$ cat config.mk
export PLATFORM = sky130hd
export DESIGN_NAME = kermit_rx_packet_deframer_top
export DESIGN_NICKNAME = d
export VERILOG_FILES = /design/src/sv/kprx_pkg.sv /design/src/sv/kermit_rx_packet_deframer_top.sv /design/src/sv/kprx_fsm.sv /design/src/sv/kprx_out_reg.sv
export SDC_FILE = /design/constraint.sdc
export NUM_CORES = 1
export LEC_CHECK = 0
export BUFFER_PORTS_ARGS = -buffer_cell sky130_fd_sc_hd__clkbuf_2
export CORE_UTILIZATION = 56
export DETAILED_ROUTE_END_ITERATION = 7
export PLACE_DENSITY = 0.88
export SYNTH_ARGS = -nofsm -noshare
export SYNTH_HDL_FRONTEND = slang
export SYNTH_SLANG_ARGS = --single-unit
$ cat constraint.sdc
create_clock -name i_clk -period 4.4 [get_ports i_clk]
set_input_delay 0.88 -clock i_clk [delete_from_list [all_inputs] [get_ports i_clk]]
set_output_delay 0.88 -clock i_clk [all_outputs]
set_load 0.05 [all_outputs]
$ cat src/sv/kprx_pkg.sv
// ----------------------------------------------------------------------------
// kprx_pkg
// Shared types and constants of the Kermit receive packet deframer.
// ----------------------------------------------------------------------------
package kprx_pkg;

    localparam logic [7:0] MARK_BYTE     = 8'h01;
    localparam logic [7:0] END_BYTE      = 8'h0D;
    localparam logic [7:0] CHAR_OFFSET   = 8'd32;
    localparam logic [7:0] MIN_LEN       = 8'd3;
    localparam logic [6:0] MAX_LEN_RESET = 7'd94;

    localparam logic [1:0] KIND_NONE  = 2'd0;
    localparam logic [1:0] KIND_DATA  = 2'd1;
    localparam logic [1:0] KIND_DONE  = 2'd2;
    localparam logic [1:0] KIND_ERROR = 2'd3;

    localparam logic [2:0] CAUSE_NONE      = 3'd0;
    localparam logic [2:0] CAUSE_TOO_LONG  = 3'd1;
    localparam logic [2:0] CAUSE_TOO_SHORT = 3'd2;
    localparam logic [2:0] CAUSE_END_DATA  = 3'd3;
    localparam logic [2:0] CAUSE_BAD_END   = 3'd4;

    typedef enum logic [2:0] {
        PH_MARK  = 3'd0,
        PH_LEN   = 3'd1,
        PH_SEQ   = 3'd2,
        PH_TYPE  = 3'd3,
        PH_DATA  = 3'd4,
        PH_CHECK = 3'd5,
        PH_END   = 3'd6,
        PH_ERROR = 3'd7
    } t_phase;

    typedef struct packed {
        logic [7:0] check_value;
        logic [6:0] content_length;
        logic [7:0] pkt_type;
        logic [7:0] seq_number;
        logic [6:0] byte_index;
        logic [7:0] data_byte;
        logic [2:0] error_cause;
        logic [1:0] kind;
    } t_result;

endpackage

$ cat src/sv/kermit_rx_packet_deframer_top.sv
// ----------------------------------------------------------------------------
// kermit_rx_packet_deframer_top
// Kermit normal packet deframer for a received byte stream.
// ----------------------------------------------------------------------------
// Every accepted byte gives exactly one result word, held in the input register
// and then in the result register; a new byte can be taken every clock while
// the output is not stalled, a rate set by the single-pass phase update between
// the two registers. Bytes before a mark are reported as kind none; an error is
// sticky until reset. Write max_length only while idle.
module kermit_rx_packet_deframer_top (
    input  logic        i_clk,
    input  logic        i_rst_n,
    input  logic        s_axis_tvalid,
    output logic        s_axis_tready,
    input  logic [7:0]  s_axis_tdata,   // [7:0] rx_byte
    output logic        m_axis_tvalid,
    input  logic        m_axis_tready,
    output logic [55:0] m_axis_tdata,   // [2:0] error_cause, [10:3] data_byte,
                                        // [17:11] byte_index, [25:18] seq_number,
                                        // [33:26] pkt_type,
                                        // [40:34] content_length,
                                        // [48:41] check_value, [55:49] zero
    output logic [1:0]  m_axis_tuser,   // [1:0] kind
    input  logic        i_cfg_valid,
    output logic        o_cfg_ready,
    input  logic [6:0]  i_cfg_data      // [6:0] max_length
);
    import kprx_pkg::*;

    logic       r_in_valid;
    logic [7:0] r_in_byte;
    logic [6:0] r_max_length;
    logic       w_out_free;
    logic       w_step;
    t_result    w_result;
    t_result    w_out;

    assign o_cfg_ready   = 1'b1;
    assign s_axis_tready = !r_in_valid || w_out_free;
    assign w_step        = r_in_valid && w_out_free;

    always_ff @(posedge i_clk) begin
        if (!i_rst_n) begin
            r_max_length <= MAX_LEN_RESET;
        end else if (i_cfg_valid) begin
            r_max_length <= i_cfg_data;
        end
    end

    always_ff @(posedge i_clk) begin
        if (!i_rst_n) begin
            r_in_valid <= 1'b0;
        end else if (s_axis_tready) begin
            r_in_valid <= s_axis_tvalid;
        end
    end

    always_ff @(posedge i_clk) begin
        if (s_axis_tready && s_axis_tvalid) begin
            r_in_byte <= s_axis_tdata;
        end
    end

    kprx_fsm u_fsm (
        .i_clk        (i_clk),
        .i_rst_n      (i_rst_n),
        .i_step       (w_step),
        .i_byte       (r_in_byte),
        .i_max_length (r_max_length),
        .o_result     (w_result)
    );

    kprx_out_reg u_out (
        .i_clk    (i_clk),
        .i_rst_n  (i_rst_n),
        .i_load   (r_in_valid),
        .i_result (w_result),
        .i_ready  (m_axis_tready),
        .o_free   (w_out_free),
        .o_valid  (m_axis_tvalid),
        .o_result (w_out)
    );

    assign m_axis_tuser = w_out.kind;
    assign m_axis_tdata = {7'd0, w_out.check_value, w_out.content_length,
                           w_out.pkt_type, w_out.seq_number, w_out.byte_index,
                           w_out.data_byte, w_out.error_cause};

    a_stall_means_full: assert property (@(posedge i_clk) disable iff (!i_rst_n)
        !s_axis_tready |-> (r_in_valid && m_axis_tvalid))
        else $error("input stalled while a stage is empty");

    a_cause_matches_kind: assert property (@(posedge i_clk) disable iff (!i_rst_n)
        m_axis_tvalid |-> ((w_out.kind == KIND_ERROR) == (w_out.error_cause != CAUSE_NONE)))
        else $error("error cause does not match result kind");

    a_index_in_range: assert property (@(posedge i_clk) disable iff (!i_rst_n)
        (m_axis_tvalid && (w_out.kind == KIND_DATA)) |->
            (w_out.byte_index < w_out.content_length))
        else $error("content byte index beyond content length");

endmodule

$ cat src/sv/kprx_fsm.sv
// ----------------------------------------------------------------------------
// kprx_fsm
// Packet phase tracker: one byte per step, builds the result word for it.
// ----------------------------------------------------------------------------
module kprx_fsm (
    input  logic             i_clk,
    input  logic             i_rst_n,
    input  logic             i_step,
    input  logic [7:0]       i_byte,
    input  logic [6:0]       i_max_length,
    output kprx_pkg::t_result o_result
);
    import kprx_pkg::*;

    t_phase     r_phase, n_phase;
    logic [6:0] r_remaining, n_remaining;
    logic [6:0] r_total, n_total;
    logic [7:0] r_seq, n_seq;
    logic [7:0] r_type, n_type;
    logic [7:0] r_check, n_check;
    logic [7:0] w_decoded;
    logic [7:0] w_len_m3;

    assign w_decoded = i_byte - CHAR_OFFSET;
    assign w_len_m3  = w_decoded - MIN_LEN;

    always_ff @(posedge i_clk) begin
        if (!i_rst_n) begin
            r_phase     <= PH_MARK;
            r_remaining <= '0;
            r_total     <= '0;
            r_seq       <= '0;
            r_type      <= '0;
            r_check     <= '0;
        end else if (i_step) begin
            r_phase     <= n_phase;
            r_remaining <= n_remaining;
            r_total     <= n_total;
            r_seq       <= n_seq;
            r_type      <= n_type;
            r_check     <= n_check;
        end
    end

    always_comb begin
        n_phase     = r_phase;
        n_remaining = r_remaining;
        n_total     = r_total;
        n_seq       = r_seq;
        n_type      = r_type;
        n_check     = r_check;
        o_result    = '0;
        case (r_phase)
            PH_MARK: begin
                if (i_byte == MARK_BYTE) n_phase = PH_LEN;
            end
            PH_LEN: begin
                if (w_decoded > {1'b0, i_max_length}) begin
                    n_phase              = PH_ERROR;
                    o_result.kind        = KIND_ERROR;
                    o_result.error_cause = CAUSE_TOO_LONG;
                end else if (w_decoded < MIN_LEN) begin
                    n_phase              = PH_ERROR;
                    o_result.kind        = KIND_ERROR;
                    o_result.error_cause = CAUSE_TOO_SHORT;
                end else begin
                    n_total     = w_len_m3[6:0];
                    n_remaining = w_len_m3[6:0];
                    n_phase     = PH_SEQ;
                end
            end
            PH_SEQ: begin
                n_seq   = w_decoded;
                n_phase = PH_TYPE;
            end
            PH_TYPE: begin
                n_type  = i_byte;
                n_phase = (r_remaining != '0) ? PH_DATA : PH_CHECK;
            end
            PH_DATA: begin
                if (i_byte == END_BYTE) begin
                    n_phase              = PH_ERROR;
                    o_result.kind        = KIND_ERROR;
                    o_result.error_cause = CAUSE_END_DATA;
                end else begin
                    o_result.kind           = KIND_DATA;
                    o_result.data_byte      = i_byte;
                    o_result.byte_index     = r_total - r_remaining;
                    o_result.seq_number     = r_seq;
                    o_result.pkt_type       = r_type;
                    o_result.content_length = r_total;
                    n_remaining             = r_remaining - 7'd1;
                    if (r_remaining == 7'd1) n_phase = PH_CHECK;
                end
            end
            PH_CHECK: begin
                n_check = w_decoded;
                n_phase = PH_END;
            end
            PH_END: begin
                if (i_byte != END_BYTE) begin
                    n_phase              = PH_ERROR;
                    o_result.kind        = KIND_ERROR;
                    o_result.error_cause = CAUSE_BAD_END;
                end else begin
                    o_result.kind           = KIND_DONE;
                    o_result.seq_number     = r_seq;
                    o_result.pkt_type       = r_type;
                    o_result.content_length = r_total;
                    o_result.check_value    = r_check;
                    n_phase                 = PH_MARK;
                end
            end
            default: begin
                n_phase              = PH_ERROR;
                o_result.kind        = KIND_ERROR;
                o_result.error_cause = CAUSE_BAD_END;
            end
        endcase
    end

endmodule

$ cat src/sv/kprx_out_reg.sv
// ----------------------------------------------------------------------------
// kprx_out_reg
// Result register on the master side; loads when empty or being drained.
// ----------------------------------------------------------------------------
module kprx_out_reg (
    input  logic              i_clk,
    input  logic              i_rst_n,
    input  logic              i_load,
    input  kprx_pkg::t_result i_result,
    input  logic              i_ready,
    output logic              o_free,
    output logic              o_valid,
    output kprx_pkg::t_result o_result
);
    import kprx_pkg::*;

    logic    r_valid;
    t_result r_result;

    assign o_free   = !r_valid || i_ready;
    assign o_valid  = r_valid;
    assign o_result = r_result;

    always_ff @(posedge i_clk) begin
        if (!i_rst_n) begin
            r_valid <= 1'b0;
        end else if (o_free) begin
            r_valid <= i_load;
        end
    end

    always_ff @(posedge i_clk) begin
        if (o_free && i_load) begin
            r_result <= i_result;
        end
    end

endmodule

# After elaboration in Yosys (flattened, before gate mapping)
# Index checks and enable logic that the tools add are counted.
word_totals:
  reg_bits: 109
  input_bits: 20
  output_inout_bits: 61
  word_cells: 83
op_classes:
  add_sub_neg: 4
  order_cmp: 2
  eq_ne: 15
  mux: 22
  bitwise_logic: 4
  reduce_logical: 18
ops:
  columns: ["cell", "count"]
  rows:
  - ["one-hot mux 23 bit (2 select lines)", 1]
  - ["2-to-1 mux 38 bit", 1]
  - ["2-to-1 mux 23 bit", 1]
  - ["2-to-1 mux 3 bit", 7]
  - ["2-to-1 mux 7 bit", 3]
  - ["one-hot mux 3 bit (7 select lines)", 1]
  - ["one-hot mux 5 bit (4 select lines)", 1]
  - ["one-hot mux 7 bit (2 select lines)", 1]
  - ["== test 3 bit, second input constant", 3]
  - ["== test 8 x 1 -> 1 bit, second input constant", 1]
  - ["== test 8 x 4 -> 1 bit, second input constant", 1]
  - ["> comparator 8 x 7 -> 1 bit", 1]
  - ["< comparator 8 x 2 -> 1 bit, second input constant", 1]
  - ["inequality test 8 x 4 -> 1 bit, second input constant", 1]
  - ["subtractor 8 x 6 -> 8 bit, second input constant", 1]
  - ["== test 7 x 1 -> 1 bit, second input constant", 1]
  - ["nonzero test 7 bit", 1]
  - ["subtractor 7 x 1 -> 7 bit, second input constant", 1]
  - ["subtractor 7 x 2 -> 7 bit, second input constant", 1]
  - ["subtractor 7 bit", 1]
  - ["== test 3 x 2 -> 1 bit, second input constant", 2]
  - ["inequality test 2 bit, second input constant", 3]
  - ["AND reduction 2 bit", 3]
  - ["2-to-1 mux 5 bit", 1]
  - ["17 further kinds", 26]

# Longest topological paths before layout
depth:
  depth_word: 5
  mapped_depth: 12
  mapped_depth_nobuf: 10

# Hierarchy
# A second synthesis with hierarchy kept.
unflattened:
  hier_cells: 477
  area_unflattened_um2: 5134.9
by_module_without_submodules:
  columns: ["module", "instances", "cells_per_inst", "area_each_um2", "seq_area_each_um2"]
  rows:
  - ["kprx_fsm", 1, 375, 2935.3, 820.8]
  - ["kprx_out_reg", 1, 56, 1589.0, 1551.5]
  - ["kermit_rx_packet_deframer_top", 1, 46, 610.6, 400.4]

# Least setup slack after synthesis
# Ideal clock, no wire load.
synth_path:
  path_type: "input-to-reg"
  startpoint: "input port m_axis_tready"
  endpoint: "register u_fsm.r_remaining[2]"
  arrival_time_ps: 3688
  setup_slack_ps: 619
  path_stages: 6
  cell_sequence: "nor2b_1 -> nor2b_1 -> clkbuf_1 -> nand2_1 -> or2_2 -> o32ai_1"
synth_between:
  elab_chain_len: 3
synth_lines:
  columns: ["item", "line_no", "source"]
  rows:
  - ["start: declaration", "kermit_rx_packet_deframer_top.sv:17", "input logic m_axis_tready,"]
  - ["logical OR 1 bit", "kprx_out_reg.sv:20", "assign o_free = !r_valid || i_ready;"]
  - ["logical AND 1 bit", "kermit_rx_packet_deframer_top.sv:40", "assign w_step = r_in_valid && w_out_free;"]
  - ["via u_fsm.i_step", "kprx_fsm.sv:8", "input logic i_step,"]
  - ["AND reduction 5 bit (no source line)", null, null]
  - ["end signal: assignment", "kprx_fsm.sv:37", "r_remaining <= n_remaining;"]
  - ["end: declaration", "kprx_fsm.sv:16", "logic [6:0] r_remaining, n_remaining;"]
# The timed path passes the listed nets, and every way through them passes these cells.
# A chain may end at the register's enable or synchronous reset.

# Worst setup path in the final report
layout_path:
  startpoint: "register r_in_byte[5]"
  endpoint: "register u_fsm.r_remaining[2]"
layout_between:
  elab_chain_len: 4
layout_lines:
  columns: ["item", "line_no", "source"]
  rows:
  - ["start: declaration", "kermit_rx_packet_deframer_top.sv:31", "logic [7:0] r_in_byte;"]
  - ["start signal: assignment", "kermit_rx_packet_deframer_top.sv:60", "r_in_byte <= s_axis_tdata;"]
  - ["subtractor 8 x 6 -> 8 bit (*)", "kprx_fsm.sv:24", "assign w_decoded = i_byte - CHAR_OFFSET;"]
  - ["via u_fsm.w_decoded[5]", "kprx_fsm.sv:21", "logic [7:0] w_decoded;"]
  - ["> comparator 8 x 7 -> 1 bit / < comparator 8 x 2 -> 1 bit (equally long branches)", "kprx_fsm.sv:58, kprx_fsm.sv:62", null]
  - ["inequality test 2 bit (no source line)", null, null]
  - ["AND reduction 5 bit (no source line) (*)", null, null]
# The timed path passes the listed nets; every way through them passes the cells marked *.

==> out/metrics.cfg <==
[layout]
drive_above_1_share_pct=20.4
seq_area_um2=2770
n_antenna_cell=0
multiInputGateArea_um2=1980
final_nets=573
syn2layout_area_growth_pct=10.5
fill_cells=680

[grt]
grt.total_usage_pct=22.6
grt_pass1_wl_um=16800
grt-ovfl-total=0
grt_pass1_vias=3524
grt_antenna_before_repair=0
grt_start_max_net_pins=41

[place]
gp_congestion=0.918
dp_hpwl_um=7390
pre_cts_ws_ns=1.38
port_buffers=72

[clocking]
path_clk_slew_ns=0.10
postCtsSetupRepairBufs=0
cts.repair.resized=0
htreeDepth=3
cts_buffer_depth=2
cts_hold_buf=0
clock-sinks=109
cts_tree=done
cts-buffers-inserted=9
clock_latency_ns=0.36
cts-root-buf=clkbuf_8

[die]
die_area_um2=9350
boundaryPins=81
rows=34
start_util_pct=57.6
die_w_um=96.7
core_um2=8720
die_y_um=96.7

[critical_path]
slowest_stage=edfxtp_1
cpPeakStageDelay_ns=0.48
worstPathMaxFanout=11
cp-start-kind=flip-flop
path_buf_inv=2
end_kind=flip-flop
cp.arrival_ns=3.31
critPathTopFamily=simple AND/OR/NAND/NOR gates
path_cells=inv_1 -> ha_1 -> inv_1 -> ha_1 -> nand3_1 -> or3_1 -> o21ai_1 -> a21oi_1 -> or2_2 -> o32ai_1
required_ns=4.67
critPathKind=reg2reg

[synth]
synthTopCellsByCount=nor2_1 (64), edfxtp_1 (59), dfxtp_1 (50)
yosys_register_bits=109
ys.flop_type=edfxtp_1
synth_top_cell_area_share_pct=35.3
ys_types=58
synth_top_cell_by_area=edfxtp_1
syn_area_per_cell_um2=10.6
yosysMostFrequentCell=nor2_1
netlist_instances=473
seq_area_frac_synth_pct=55.2
synthArstFlopShare_pct=0
syn_area_um2=5020
ys_warn_count=0
synthTopCellsByArea=edfxtp_1 (35%), dfxtp_1 (20%), nor2_1 (4.8%)
synth-edff-count=59

[timing]
fmax_ghz=0.329
relSlewSlack_pct=14.6
fin_crit_ns=3.04
hold_violations=0
drv_slew=0
fin_ws_ns=1.36
setup_tns_ns=0
rsz0062_at_grt=false
tightest_slew_ns=1.28
finalSetupViolations=0
timing.final.crit_share_pct=69.2
fin_worst_skew_ns=0.0100

[pwr]
power-per-cell-area_nw_per_um2=338
total_power_w=0.00187
leakage_nw=2.26
vdd_ir_drop_max_uv=186

[route]
avgRoutedWirePerCell_um=16.0
drtAntennaViolNets=0
drc=0
dr.pass1.iters=6
vias_per_cell=5.66
drt-total-wl_um=10300
vias=3663
drt_iter0_markers=242

[flow_run]
maxCapViolCount=0

[run_status]
status=complete, no violations

[hold_path]
hp-class=reg2reg

where the power goes:
part | leakage (nW) | total (W) | internal (W) | switching [W]
clock network | 0.0866 | 0.000580 | 0.000263 | 0.000316
logic | 1.19 | 0.000183 | 0.0000411 | 0.000142
registers | 0.977 | 0.00111 | 0.00110 | 0.0000165
metrics by stage:
stage	area (um^2)	hold slack, ns	instances	util, %
global placement	5370	0.456	631	61.5
detailed placement	5370	0.467	631	61.5
floorplan	5040	0.446	479	-
CTS	5550	0.490	647	63.6
finish	5550	0.490	647	63.6
global route	5550	0.521	647	63.6
final timing paths:
| check | start | to | slack (ns) | cells past startpoint |
|---|---|---|---|---|
| worst max register to register | r_in_byte[5] | u_fsm.r_remaining[2] | 1.36 | 10 |
| worst min register to register | u_fsm.r_check[1] | u_fsm.r_check[1] | 0.49 | 2 |
| worst max-delay path | r_in_byte[5] | u_fsm.r_remaining[2] | 1.36 | 10 |
| worst min-delay path | u_fsm.r_check[1] | u_fsm.r_check[1] | 0.49 | 2 |
sequential cells by signal, summed over array words and instances (netlist names):
| name | flops |
|---|---|
| u_fsm.r_type | 8 |
| u_out.o_result | 51 |
| r_in_byte | 8 |
| u_fsm.r_phase | 3 |
| u_fsm.r_seq | 8 |
| u_fsm.r_total | 7 |
| u_fsm.r_check | 8 |
| u_out.o_valid | 1 |
| r_max_length | 7 |
| r_in_valid | 1 |
| u_fsm.r_remaining | 7 |
cell type report:
class | instances | area share [%]
Tap cell | 108 | 2.43
Inverter | 26 | 1.76
Clock buffer | 12 | 2.43
Timing Repair Buffer | 75 | 6.90
Sequential cell | 109 | 50.0
Multi-Input combinational cell | 313 | 35.6
Clock inverter | 4 | 0.902
worst reg2reg max path, cell delays in order (launching register included):
cell	delay, ns
edfxtp_1	0.48
inv_1	0.16
ha_1	0.37
inv_1	0.10
ha_1	0.31
nand3_1	0.11
or3_1	0.41
o21ai_1	0.15
a21oi_1	0.17
or2_2	0.42
o32ai_1	0.28
layer usage:
layer	global-route usage (%)	vias to the layer above	routed length [um]
met1	29.2	1729	4490
met3	3.32	20	590
met5	0	-	0
met2	37.1	148	5010
met4	11.6	0	231
li1	-	1766	-
kinds of logic (layout without fill, tap and decap cells):
group,Yosys count,in the layout,synth area share [%]
AND/OR/NAND/NOR,176,176,18.1
flip-flops,109,109,55.2
AO/OA/AOI/OAI,87,87,11.2
buffers and inverters,57,117,6.03
adder cells (fa/ha/maj),19,19,4.88
multiplexers,16,16,3.19
XOR/XNOR,7,7,1.22
other,2,8,0.150
placed cells by master, fill, tap and decap left out, types with 13 or more instances in the layout:
cell / n
clkbuf_2: 72
nor2_1: 64
edfxtp_1: 59
dfxtp_1: 50
a21oi_1: 30
nand2_1: 28
inv_1: 25
ha_1: 18
nor2b_1: 17
mux2i_1: 16
o21ai_0: 13
Note: power is estimated with default switching activity, not from simulation.
